$ cat src/bcpc_pkg.sv
// ----------------------------------------------------------------------------
// bcpc_pkg - shared types and constants for the battery charge controller
// word formats, register map and fixed timing constants
// ----------------------------------------------------------------------------
package bcpc_pkg;

  // input word: one timer tick
  typedef struct packed {
    logic [7:0] battery_level;
    logic [7:0] temperature_level;
    logic       button_pressed;
  } sample_word_t;

  // output word: drive levels after the tick
  typedef struct packed {
    logic relay_on;
    logic load_switch_on;
    logic cooling_down;
  } result_word_t;

  localparam int unsigned RegCount = 8;
  localparam int unsigned RegIdxW  = $clog2(RegCount);
  localparam int unsigned AddrW    = RegIdxW + 2;

  typedef enum logic [RegIdxW-1:0] {
    REG_VOLTAGE_OFF    = 3'd0,
    REG_VOLTAGE_ON     = 3'd1,
    REG_HOT            = 3'd2,
    REG_CRITICAL       = 3'd3,
    REG_SHORT_COOLDOWN = 3'd4,
    REG_LONG_COOLDOWN  = 3'd5,
    REG_SHORT_CHARGE   = 3'd6,
    REG_LONG_CHARGE    = 3'd7
  } reg_idx_t;

  // register reset values
  localparam logic [7:0] VoltageOffReset    = 8'd172;
  localparam logic [7:0] VoltageOnReset     = 8'd175;
  localparam logic [7:0] HotReset           = 8'd110;
  localparam logic [7:0] CriticalReset      = 8'd160;
  localparam logic [7:0] ShortCooldownReset = 8'd60;
  localparam logic [7:0] LongCooldownReset  = 8'd180;
  localparam logic [7:0] ShortChargeReset   = 8'd90;
  localparam logic [7:0] LongChargeReset    = 8'd180;

  // timing constants
  localparam logic [7:0] TickLowTop     = 8'd219;
  localparam logic [5:0] MinutesPerHour = 6'd60;
  localparam logic [7:0] HourMax        = 8'hff;
  localparam logic [7:0] CycleLimit     = 8'd5;
  localparam logic [7:0] DebounceTicks  = 8'd10;
  localparam logic [7:0] HoursPerReset  = 8'd10;
  localparam logic [7:0] RestartTicks   = 8'd30;

endpackage

$ cat src/battery_charge_power_controller.sv
// ----------------------------------------------------------------------------
// battery_charge_power_controller - charge relay and load switch control
// per-tick timekeeping, charge/cooldown sequencing and undervoltage lockout
// ----------------------------------------------------------------------------
// path: a sample word accepted into the input register goes through the tick
//   update, which writes the state and the result register holding the result word
// throughput: one word per cycle; the single-pass tick update is the only
//   stage with logic, so a stall on the result side is the only limit
// reset: rst synchronous active high; clears pipeline valids and tick state,
//   relay starts on, load switch off, phase charging, registers to defaults
module battery_charge_power_controller (
  input  logic                          clk,
  input  logic                          rst,
  // sample channel
  input  logic                          sample_valid,
  output logic                          sample_stall,
  input  bcpc_pkg::sample_word_t        sample,
  // result channel
  output logic                          result_valid,
  input  logic                          result_stall,
  output bcpc_pkg::result_word_t        result,
  // register port
  input  logic                          psel,
  input  logic                          penable,
  input  logic                          pwrite,
  input  logic [bcpc_pkg::AddrW-1:0]    paddr,
  input  logic [31:0]                   pwdata,
  output logic [31:0]                   prdata,
  output logic                          pready
);
  import bcpc_pkg::*;

  typedef enum logic {
    PH_COOLDOWN = 1'b0,
    PH_CHARGING = 1'b1
  } phase_t;

  // ---------------------------------------------------------------------------
  // configuration registers
  // ---------------------------------------------------------------------------
  logic [7:0] voltage_off_level, voltage_on_level, hot_level, critical_level;
  logic [7:0] short_cooldown_minutes, long_cooldown_minutes;
  logic [7:0] short_charge_minutes, long_charge_minutes;

  reg_idx_t reg_idx;
  logic     reg_write;

  // byte address 4*i, low address bits ignored
  assign reg_idx   = reg_idx_t'(paddr[AddrW-1:2]);
  assign reg_write = psel && penable && pwrite;
  assign pready    = 1'b1;

  always_ff @(posedge clk) begin
    if (rst) begin
      voltage_off_level      <= VoltageOffReset;
      voltage_on_level       <= VoltageOnReset;
      hot_level              <= HotReset;
      critical_level         <= CriticalReset;
      short_cooldown_minutes <= ShortCooldownReset;
      long_cooldown_minutes  <= LongCooldownReset;
      short_charge_minutes   <= ShortChargeReset;
      long_charge_minutes    <= LongChargeReset;
    end else if (reg_write) begin
      unique case (reg_idx)
        REG_VOLTAGE_OFF:    voltage_off_level      <= pwdata[7:0];
        REG_VOLTAGE_ON:     voltage_on_level       <= pwdata[7:0];
        REG_HOT:            hot_level              <= pwdata[7:0];
        REG_CRITICAL:       critical_level         <= pwdata[7:0];
        REG_SHORT_COOLDOWN: short_cooldown_minutes <= pwdata[7:0];
        REG_LONG_COOLDOWN:  long_cooldown_minutes  <= pwdata[7:0];
        REG_SHORT_CHARGE:   short_charge_minutes   <= pwdata[7:0];
        REG_LONG_CHARGE:    long_charge_minutes    <= pwdata[7:0];
        default: ;
      endcase
    end
  end

  always_comb begin
    prdata = '0;
    unique case (reg_idx)
      REG_VOLTAGE_OFF:    prdata[7:0] = voltage_off_level;
      REG_VOLTAGE_ON:     prdata[7:0] = voltage_on_level;
      REG_HOT:            prdata[7:0] = hot_level;
      REG_CRITICAL:       prdata[7:0] = critical_level;
      REG_SHORT_COOLDOWN: prdata[7:0] = short_cooldown_minutes;
      REG_LONG_COOLDOWN:  prdata[7:0] = long_cooldown_minutes;
      REG_SHORT_CHARGE:   prdata[7:0] = short_charge_minutes;
      REG_LONG_CHARGE:    prdata[7:0] = long_charge_minutes;
      default:            prdata      = '0;
    endcase
  end

  // ---------------------------------------------------------------------------
  // pipeline control: input register -> tick update -> result register
  // ---------------------------------------------------------------------------
  logic         s1_valid;
  sample_word_t s1_word;
  logic         take_sample;   // word accepted on the sample channel
  logic         step;          // s1 word goes through the tick update
  logic         result_free;   // result register can load this cycle

  assign result_free  = !result_valid || !result_stall;
  assign step         = s1_valid && result_free;
  assign sample_stall = s1_valid && !result_free;
  assign take_sample  = sample_valid && !sample_stall;

  always_ff @(posedge clk) begin
    if (rst) begin
      s1_valid <= 1'b0;
    end else begin
      s1_valid <= take_sample || (s1_valid && !step);
    end
    if (take_sample) begin
      s1_word <= sample;
    end
  end

  // ---------------------------------------------------------------------------
  // controller state
  // ---------------------------------------------------------------------------
  logic [7:0] tick_low;
  logic       tick_high;
  logic [5:0] minute_count;
  logic [7:0] hour_count;
  phase_t     phase;
  logic [7:0] cycle_count;
  logic [5:0] cooldown_start, charge_start;
  logic [7:0] cycle_hour_start;
  logic [7:0] hot_count, critical_count;
  logic       restart_pending;
  logic [7:0] restart_count;
  logic       awaiting_rise, released_flag, previous_button;
  logic       relay_state, switch_state;

  logic [7:0] tick_low_next;
  logic       tick_high_next;
  logic [5:0] minute_count_next;
  logic [7:0] hour_count_next;
  phase_t     phase_next;
  logic [7:0] cycle_count_next;
  logic [5:0] cooldown_start_next, charge_start_next;
  logic [7:0] cycle_hour_start_next;
  logic [7:0] hot_count_next, critical_count_next;
  logic       restart_pending_next;
  logic [7:0] restart_count_next;
  logic       awaiting_rise_next, released_flag_next, previous_button_next;
  logic       relay_state_next, switch_state_next;

  // elapsed span with the controller's quirk: a wrapped span is one short
  function automatic logic [7:0] span8(input logic [7:0] a, input logic [7:0] b);
    logic [7:0] r;
    if (a > b) begin
      r = (8'hff - a) + b;
    end else begin
      r = b - a;
    end
    return r;
  endfunction

  logic [7:0] phase_len;
  logic       do_button;
  logic       clear_released;
  logic       btn;
  logic [7:0] volt, temp;

  assign btn  = s1_word.button_pressed;
  assign volt = s1_word.battery_level;
  assign temp = s1_word.temperature_level;

  always_comb begin
    tick_low_next         = tick_low;
    tick_high_next        = tick_high;
    minute_count_next     = minute_count;
    hour_count_next       = hour_count;
    phase_next            = phase;
    cycle_count_next      = cycle_count;
    cooldown_start_next   = cooldown_start;
    charge_start_next     = charge_start;
    cycle_hour_start_next = cycle_hour_start;
    hot_count_next        = hot_count;
    critical_count_next   = critical_count;
    restart_pending_next  = restart_pending;
    restart_count_next    = restart_count;
    awaiting_rise_next    = awaiting_rise;
    released_flag_next    = released_flag;
    previous_button_next  = previous_button;
    relay_state_next      = relay_state;
    switch_state_next     = switch_state;
    phase_len             = '0;
    do_button             = 1'b0;
    clear_released        = 1'b0;

    // timekeeping
    tick_low_next = tick_low + 8'd1;
    if (tick_low_next == 8'd0) begin
      tick_high_next = 1'b1;
    end
    if (tick_high_next && tick_low_next >= TickLowTop) begin
      minute_count_next = minute_count + 6'd1;
      tick_low_next     = '0;
      tick_high_next    = 1'b0;
    end
    if (minute_count_next >= MinutesPerHour) begin
      minute_count_next = '0;
      if (hour_count < HourMax) begin
        hour_count_next = hour_count + 8'd1;
      end
    end

    // charge / cooldown sequencing
    if (phase == PH_COOLDOWN) begin
      phase_len = (cycle_count < CycleLimit) ? short_cooldown_minutes
                                             : long_cooldown_minutes;
      if (span8({2'b00, cooldown_start}, {2'b00, minute_count_next}) >= phase_len) begin
        phase_next        = PH_CHARGING;
        relay_state_next  = 1'b1;
        charge_start_next = minute_count_next;
        cycle_count_next  = cycle_count + 8'd1;
      end
    end else begin
      if (span8(cycle_hour_start, hour_count_next) > HoursPerReset) begin
        hour_count_next       = '0;
        cycle_count_next      = '0;
        cycle_hour_start_next = '0;
      end
      phase_len = (cycle_count_next < CycleLimit) ? short_charge_minutes
                                                  : long_charge_minutes;
      if (span8({2'b00, charge_start}, {2'b00, minute_count_next}) >= phase_len) begin
        hot_count_next = (temp >= hot_level) ? hot_count + 8'd1 : 8'd0;
        if (hot_count_next >= DebounceTicks) begin
          phase_next            = PH_COOLDOWN;
          cycle_hour_start_next = hour_count_next;
          relay_state_next      = 1'b0;
          restart_pending_next  = 1'b0;
          hot_count_next        = '0;
          cooldown_start_next   = minute_count_next;
        end
      end else begin
        critical_count_next = (temp >= critical_level) ? critical_count + 8'd1 : 8'd0;
        if (critical_count_next >= DebounceTicks) begin
          relay_state_next = 1'b0;
        end else if (!restart_pending) begin
          relay_state_next = 1'b1;
        end
      end
      if (restart_pending_next) begin
        restart_count_next = restart_count + 8'd1;
        if (restart_count_next >= RestartTicks) begin
          restart_count_next   = '0;
          restart_pending_next = 1'b0;
          relay_state_next     = 1'b1;
        end
      end
    end

    // undervoltage lockout gates the button
    if (volt <= voltage_off_level) begin
      awaiting_rise_next = 1'b1;
      switch_state_next  = 1'b0;
    end else if (!awaiting_rise) begin
      do_button = 1'b1;
    end else if (volt >= voltage_on_level && released_flag) begin
      awaiting_rise_next = 1'b0;
      do_button          = 1'b1;
      clear_released     = 1'b1;
    end else begin
      switch_state_next  = 1'b0;
      released_flag_next = !btn;
    end

    // button handling: switch on at a press edge, release drops the relay
    if (do_button) begin
      if (btn) begin
        if (!previous_button) begin
          switch_state_next  = 1'b1;
          released_flag_next = 1'b0;
        end
      end else begin
        switch_state_next  = 1'b0;
        released_flag_next = 1'b1;
        if (previous_button) begin
          relay_state_next     = 1'b0;
          restart_pending_next = 1'b1;
        end
      end
      previous_button_next = btn;
    end
    if (clear_released) begin
      released_flag_next = 1'b0;
    end
  end

  // state and result register
  always_ff @(posedge clk) begin
    if (rst) begin
      tick_low         <= '0;
      tick_high        <= 1'b0;
      minute_count     <= '0;
      hour_count       <= '0;
      phase            <= PH_CHARGING;
      cycle_count      <= '0;
      cooldown_start   <= '0;
      charge_start     <= '0;
      cycle_hour_start <= '0;
      hot_count        <= '0;
      critical_count   <= '0;
      restart_pending  <= 1'b0;
      restart_count    <= '0;
      awaiting_rise    <= 1'b0;
      released_flag    <= 1'b0;
      previous_button  <= 1'b0;
      relay_state      <= 1'b1;
      switch_state     <= 1'b0;
      result_valid     <= 1'b0;
    end else begin
      if (step) begin
        tick_low         <= tick_low_next;
        tick_high        <= tick_high_next;
        minute_count     <= minute_count_next;
        hour_count       <= hour_count_next;
        phase            <= phase_next;
        cycle_count      <= cycle_count_next;
        cooldown_start   <= cooldown_start_next;
        charge_start     <= charge_start_next;
        cycle_hour_start <= cycle_hour_start_next;
        hot_count        <= hot_count_next;
        critical_count   <= critical_count_next;
        restart_pending  <= restart_pending_next;
        restart_count    <= restart_count_next;
        awaiting_rise    <= awaiting_rise_next;
        released_flag    <= released_flag_next;
        previous_button  <= previous_button_next;
        relay_state      <= relay_state_next;
        switch_state     <= switch_state_next;
      end
      result_valid <= step || (result_valid && result_stall);
    end
    if (step) begin
      result.relay_on       <= relay_state_next;
      result.load_switch_on <= switch_state_next;
      result.cooling_down   <= (phase_next == PH_COOLDOWN);
    end
  end

  // ---------------------------------------------------------------------------
  // assertions
  // ---------------------------------------------------------------------------
  // entering cooldown always leaves the relay open
  a_cooldown_relay_off: assert property (@(posedge clk) disable iff (rst)
    ($past(step) && phase == PH_COOLDOWN && $past(phase) == PH_CHARGING) |-> !relay_state)
    else $error("relay closed on entry to cooldown");

  // tick counter folds into a minute before passing the top count
  a_tick_range: assert property (@(posedge clk) disable iff (rst)
    (!tick_high || tick_low < TickLowTop) && minute_count < MinutesPerHour)
    else $error("tick or minute counter out of range");

  // state moves only when a word goes through the update
  a_state_hold: assert property (@(posedge clk) disable iff (rst)
    !$past(step) |-> ($stable(minute_count) && $stable(hour_count) && $stable(phase)))
    else $error("controller state changed without a word");

  // a new result word only appears after an update
  a_result_source: assert property (@(posedge clk) disable iff (rst)
    $rose(result_valid) |-> $past(step))
    else $error("result word without an update");

endmodule

$ cat config.mk
export PLATFORM = sky130hd
export DESIGN_NAME = battery_charge_power_controller
export DESIGN_NICKNAME = d
export VERILOG_FILES = /design/src/bcpc_pkg.sv /design/src/battery_charge_power_controller.sv
export SDC_FILE = /design/constraint.sdc
export NUM_CORES = 1
export LEC_CHECK = 0
export CAP_MARGIN = 15
export CORE_MARGIN = 1
export CORE_UTILIZATION = 37
export CTS_CLUSTER_DIAMETER = 30
export DETAILED_ROUTE_END_ITERATION = 16
export DONT_BUFFER_PORTS = 1
export PLACE_DENSITY = 0.49
export SKIP_LAST_GASP = 1
export SYNTH_ARGS = -nofsm -noshare
export SYNTH_HDL_FRONTEND = slang
export SYNTH_SLANG_ARGS = --single-unit
export TNS_END_PERCENT = 5
$ cat constraint.sdc
create_clock -name clk -period 6.8 [get_ports clk]
set_input_delay 0.68 -clock clk [delete_from_list [all_inputs] [get_ports clk]]
set_output_delay 0.68 -clock clk [all_outputs]
set_load 0.02 [all_outputs]
==> results of run 1 <==
worst max path at each step:
stage	start	to	slack [ns]	cells after the start
floorplan	tick_low[1]	restart_count[2]	-0.07	32
finish	tick_low[1]	restart_count[3]	-0.35	31
CTS	tick_low[1]	restart_count[2]	-0.24	31
global route	tick_low[1]	restart_count[3]	-0.60	31
detailed placement	tick_low[0]	restart_count[3]	-0.49	31
global placement	tick_low[0]	restart_count[3]	-0.45	31
final cells by class:
cell class / instances / area, um2 / share of cell area (%)
Timing Repair Buffer: 103 / 792 / 6.34
Sequential cell: 168 / 3570 / 28.6
Inverter: 86 / 323 / 2.58
Tap cell: 378 / 473 / 3.78
Multi-Input combinational cell: 948 / 6720 / 53.7
Clock inverter: 13 / 181 / 1.45
Clock buffer: 19 / 443 / 3.54
stage by stage:
stage / instance area (um2) / setup TNS (ns) / total power, mW / hold slack (ns) / std cells
after CTS: 12300 / -3.33 / 2.42 / 0.286 / 1706
after detailed placement: 11600 / -11.62 / 1.34 / 0.446 / 1673
after floorplan: 10900 / -0.196 / 1.28 / 0.436 / 1281
final: 12500 / -5.01 / 2.40 / 0.307 / 1715
after global placement: 11600 / -10.40 / 1.34 / 0.440 / 1673
after global routing: 12500 / -17.40 / 2.50 / 0.286 / 1715
report_power, final:
group          switching, mW  internal (mW)
logic                  0.173          0.129
clock network          0.467          0.601
registers             0.0126           1.02
total                  0.652           1.75
metal layers:
layer  track usage, %  wire length (um)  vias to the layer above
li1                 -                 -                     4582
met1             26.2             13600                     4192
met2             32.2             12900                      152
met3             3.34               948                       23
met4             4.77               282                        0
met5                0                 0                        -
cells by family (layout without fill, tap and decap cells):
| group | count (synthesis) | in the layout | share of synthesized area (%) |
|---|---|---|---|
| XOR/XNOR | 25 | 25 | 2.06 |
| flip-flops | 168 | 168 | 33.5 |
| buffers and inverters | 165 | 221 | 6.87 |
| AO/OA/AOI/OAI | 323 | 323 | 20.2 |
| multiplexers | 85 | 85 | 8.21 |
| other | 2 | 25 | 0.0706 |
| AND/OR/NAND/NOR | 403 | 403 | 18.4 |
| adder cells (fa/ha/maj) | 87 | 87 | 10.7 |
placed cells by master, fill, tap and decap left out, types with 21 or more instances in the layout:
cell type  synthesis  routed
a21o_1            21      21
a21oi_1          101      96
and3_1            23      21
buf_4             26      98
conb_1             2      25
dfxtp_1          148     146
ha_1              81      74
inv_1             84      82
mux2i_1           79      77
nand2_1          107     107
nand3_1           30      27
nor2_1           121     118
nor3_1            24      24
o21ai_0           63      61
what timing repair did:
action	4_1_cts	5_1_grt
gates cloned	0	0
pin swaps	2	20
resized for setup	12	24
hold endpoints to repair	0	0
hold buffers	0	0
buffers inserted	1	9
endpoints found under the setup margin	43	43
==> summary.txt, run 1 <==
number of global-route vias before repair = 8,611
Post-synth EDFFs = 20
Syn Area/Cell = 8.45 um2
CTS Buffer Depth = 2
Worst-Margin Slew = 1.10 ns
post-route ant nets = 0
Ports = 99
flop2flop setup slack = -0.35 ns
Remaining Overflow, GRT = 0
htree depth = 4
DP Worst Slack = -0.485 ns
Worst Reg-to-Reg Cells = 31
number of antenna diodes = 0
critical path startpoint category = flip-flop
clk sinks = 168
post-synthesis sequential area ratio = 33.5%
TritonCTS Buffers = 17
Netlist cell types = 80
Slew Limit Headroom = 26.1%
period utilization = 105%
HP Class = primary input to flip-flop
total number of vias = 8,949
IO Port Bufs = 0
# setup viols final = 32
Slew Limit Fails = 0
TritonCTS clock tree = done
FP Rows = 61
Iteration-0 DRC Markers = 389
die height = 172 um
Setup WS post-layout = -0.353 ns
largest net degree at the start of global routing = 95
crit end category = flip-flop
Hold Fails Final Rpt = 0
Yosys warning total = 0
top post-synthesis cells by area = dfxtp_1 28%, ha_1 9.5%, mux2i_1 7.4%
proportion of layout cells with a drive suffix above 1 = 15.9%
FF-to-FF End = restart_count[3]
final critical-path required period = 7.15 ns
top_reg_cell synth = dfxtp_1
Synth Cell Area = 10,600 um2
RePlAce Congestion = 0.826
Yosys reg bits = 168
Worst path slowest cell = or4b_4
async set-reset flop share out of synthesis = 0%
RSZ-0062 raised after global routing = yes
synth cell count leaders = 148 x dfxtp_1, 121 x nor2_1, 107 x nand2_1, 101 x a21oi_1, 84 x inv_1
Hold Path Depth = 1
critical path type = flip-flop to flip-flop
initial antenna violation count = 0
Critical path buffers and inverters = 6
Hold Startpoint = rst
Worst-path clk slew = 0.07 ns
clock latency on the worst-skew pair = 0.44 ns
WP data required = 7.18 ns
count leader, synth = dfxtp_1
failing checks = setup timing
max cap viols = 0
Layout Skew = 0.0142 ns
Layout Nets = 1,472
Detail Placement HPWL = 20.2 mm
CP max FO = 7
vias per cell = 5.22
maximum vdd drop = 0.000168 V
Critical Path Max Stage Delay = 0.54 ns
routed length per instance = 16.2 um
pwr/cell area = 192 nW/um2
share of the synthesized area in the top cell type = 27.9%
area grow syn2layout = 17.6%
most used cell, CP = buf_4
signal arrival time at the worst endpoint = 7.53 ns
leakage power = 5.05 nW
die width = 172 um
DRT Wirelength = 27.8 mm
Filler cells = 2,829
CP delay by family, top = simple AND/OR/NAND/NOR gates
Worst Hold Endpoint = tick_low[7]
Die ar. = 29,400 um2
fin util = 44.6%
TritonRoute pass-1 iters = 5
f_max = 0.140 GHz
status = finished with violations
GRT Util Overall = 19.5%
Post-Syn Instances = 1,258
clock root buffer master = clkbuf_16
number of remaining DRC errors = 0
top cell type by total area after synthesis = dfxtp_1
R2R Path Start = tick_low[1]
first-pass GRT wire length = 44.9 mm
Core Region = 28,000 um2
initial core utilization = 38.0%
No activity file was read; power rests on OpenSTA's default activity.
==> run 2, diff against run 1 <==
--- a/config.mk
+++ b/config.mk
@@ -12,6 +12,7 @@
 export DETAILED_ROUTE_END_ITERATION = 16
 export DONT_BUFFER_PORTS = 1
 export PLACE_DENSITY = 0.49
+export RECOVER_POWER = 50
 export SKIP_LAST_GASP = 1
 export SYNTH_ARGS = -nofsm -noshare
 export SYNTH_HDL_FRONTEND = slang
==> run 2 against run 1 <==
  * Combinational power is essentially flat
  * Utilization shrank 0.067 points
  * Worst setup slack improved by 0.0022 ns
  * Power is essentially flat
  * Maximum frequency about the same
  * Count of clock-buffer cells in the layout stayed put
  * Register-to-register slack about the same
  * The run still ends with setup timing left
  * Wire length hardly changed
  * Critical path depth up 1
  * Via count grew 0.17%
  * Sequential share of layout area is essentially flat
  * Worst hold slack better by 0.0016 ns
==> summary.txt, run 2 (synthesis results as in run 1) <==
vias per cell = 5.23
met1 Track Usage GR = 26.2%
R2R Path Start = tick_low[1]
critical path type = flip-flop to flip-flop
Hold Fails Final Rpt = 0
Die ar. = 29,400 um2
signal arrival time at the worst endpoint = 7.52 ns
commonest cells after routing, fill and taps aside = 146 x dfxtp_1, 118 x nor2_1, 107 x nand2_1
proportion of layout cells with a drive suffix above 1 = 15.5%
FF+latch area = 3570 um2
failing checks = setup timing
Multi-input gate area = 6720 um2
Core Region = 28,000 um2
number of global-route vias before repair = 8,611
TritonCTS Buffers = 17
Slew Limit Headroom = 17.6%
Layout Skew = 0.0165 ns
WHS = 0.308 ns
WP data required = 7.17 ns
critical path startpoint category = flip-flop
status = finished with violations
Filler cells = 2,831
# setup viols final = 32
Worst path slowest cell = a2111o_1
busiest grt layer = met2
die width = 172 um
clk sinks = 168
area grow syn2layout = 17.4%
crit end category = flip-flop
CP max FO = 7
htree depth = 4
Post-CTS Hold Buffers = 0
met3 GRT Util = 3.34%
met2 Use GR = 32.2%
pwr/cell area = 192 nW/um2
total number of vias = 8,964
RePlAce Congestion = 0.826
number of remaining DRC errors = 0
post-route ant nets = 0
Critical Path Max Stage Delay = 0.43 ns
TritonRoute pass-1 iters = 7
leakage power = 5.03 nW
HP Class = primary input to flip-flop
clock root buffer master = clkbuf_16
Ports = 99
Worst-path clk slew = 0.07 ns
Total Power = 2.40 mW
period utilization = 105%
Layout Nets = 1,472
maximum vdd drop = 0.000168 V
GRT Util Overall = 19.5%
number of antenna diodes = 0
max cap viols = 0
Setup crit start = tick_low[1]
final critical-path required period = 7.15 ns
Setup WS post-layout = -0.351 ns
routed length per instance = 16.2 um
Hold Startpoint = rst
leading cell type in the layout, fill and taps excluded = dfxtp_1
FP Rows = 61
Slew Limit Fails = 0
CTS Buffer Depth = 2
RSZ-0062 raised after global routing = yes
Detail Placement HPWL = 20.2 mm
initial antenna violation count = 0
initial core utilization = 38.0%
TritonCTS clock tree = done
f_max = 0.140 GHz
largest net degree at the start of global routing = 95
Remaining Overflow, GRT = 0
Worst-Margin Slew = 1.24 ns
die height = 172 um
DP Worst Slack = -0.485 ns
DRT Wirelength = 27.8 mm
IO Port Bufs = 0
clock latency on the worst-skew pair = 0.44 ns
Iteration-0 DRC Markers = 379
first-pass GRT wire length = 44.9 mm
-- run 2: final timing paths --
check / to / slack [ns] / cells after the start
setup / recovery: restart_count[3] / -0.35 / 32
hold / removal: tick_low[7] / 0.31 / 1
setup reg to reg: restart_count[3] / -0.35 / 32
hold reg to reg: cooldown_start[5] / 0.46 / 2
-- run 2: repair_timing --
action                     CTS  global route
setup buffers                1             9
gates resized for setup     12            24
pin swaps                    2            20
setup endpoints to repair   43            43
-- run 2: where the power goes --
group	internal [mW]	leakage, nW	switching (mW)
Sequential	1.02	1.39	0.0125
Clock	0.601	0.303	0.466
Combinational	0.129	3.33	0.173
-- run 2: worst max-delay path: cells and delay by family (launching register included) --
family	cells	cell delay [ns]
xor gates and xnor gates	1	0.27
DFF	1	0.37
AOI/OAI and AO/OA	11	2.49
buffers and inverters	6	0.84
muxes	3	0.90
adders and majority gates	2	0.56
and+or+nand+nor	9	1.66
-- run 2: layout make-up --
cell class | count | share of cell area (%)
clock buffers | 19 | 3.55
flip-flops and latches | 168 | 28.6
multi-input cells | 948 | 53.8
repair buffers | 103 | 6.19
clock inverters | 13 | 1.45
inverters | 86 | 2.59
well taps | 378 | 3.79
-- run 2: through the flow --
step | cells | utilization, % | cell area (um2) | setup TNS (ns)
6_report | 1715 | 44.6 | 12500 | -5.00
5_1_grt | 1715 | 44.6 | 12500 | -17.46
4_1_cts | 1706 | 44.0 | 12300 | -3.33
3_5_place_dp | 1673 | 41.5 | 11600 | -11.62
3_3_place_gp | 1673 | 41.5 | 11600 | -10.40
2_1_floorplan | 1281 | - | 10900 | -0.196
-- run 2: routing by layer --
layer  part of all wire (%)  up-vias
li1                       -     4581
met1                     49     4199
met2                     47      161
met3                    3.4       23
met4                   0.99        0
met5                      0        -
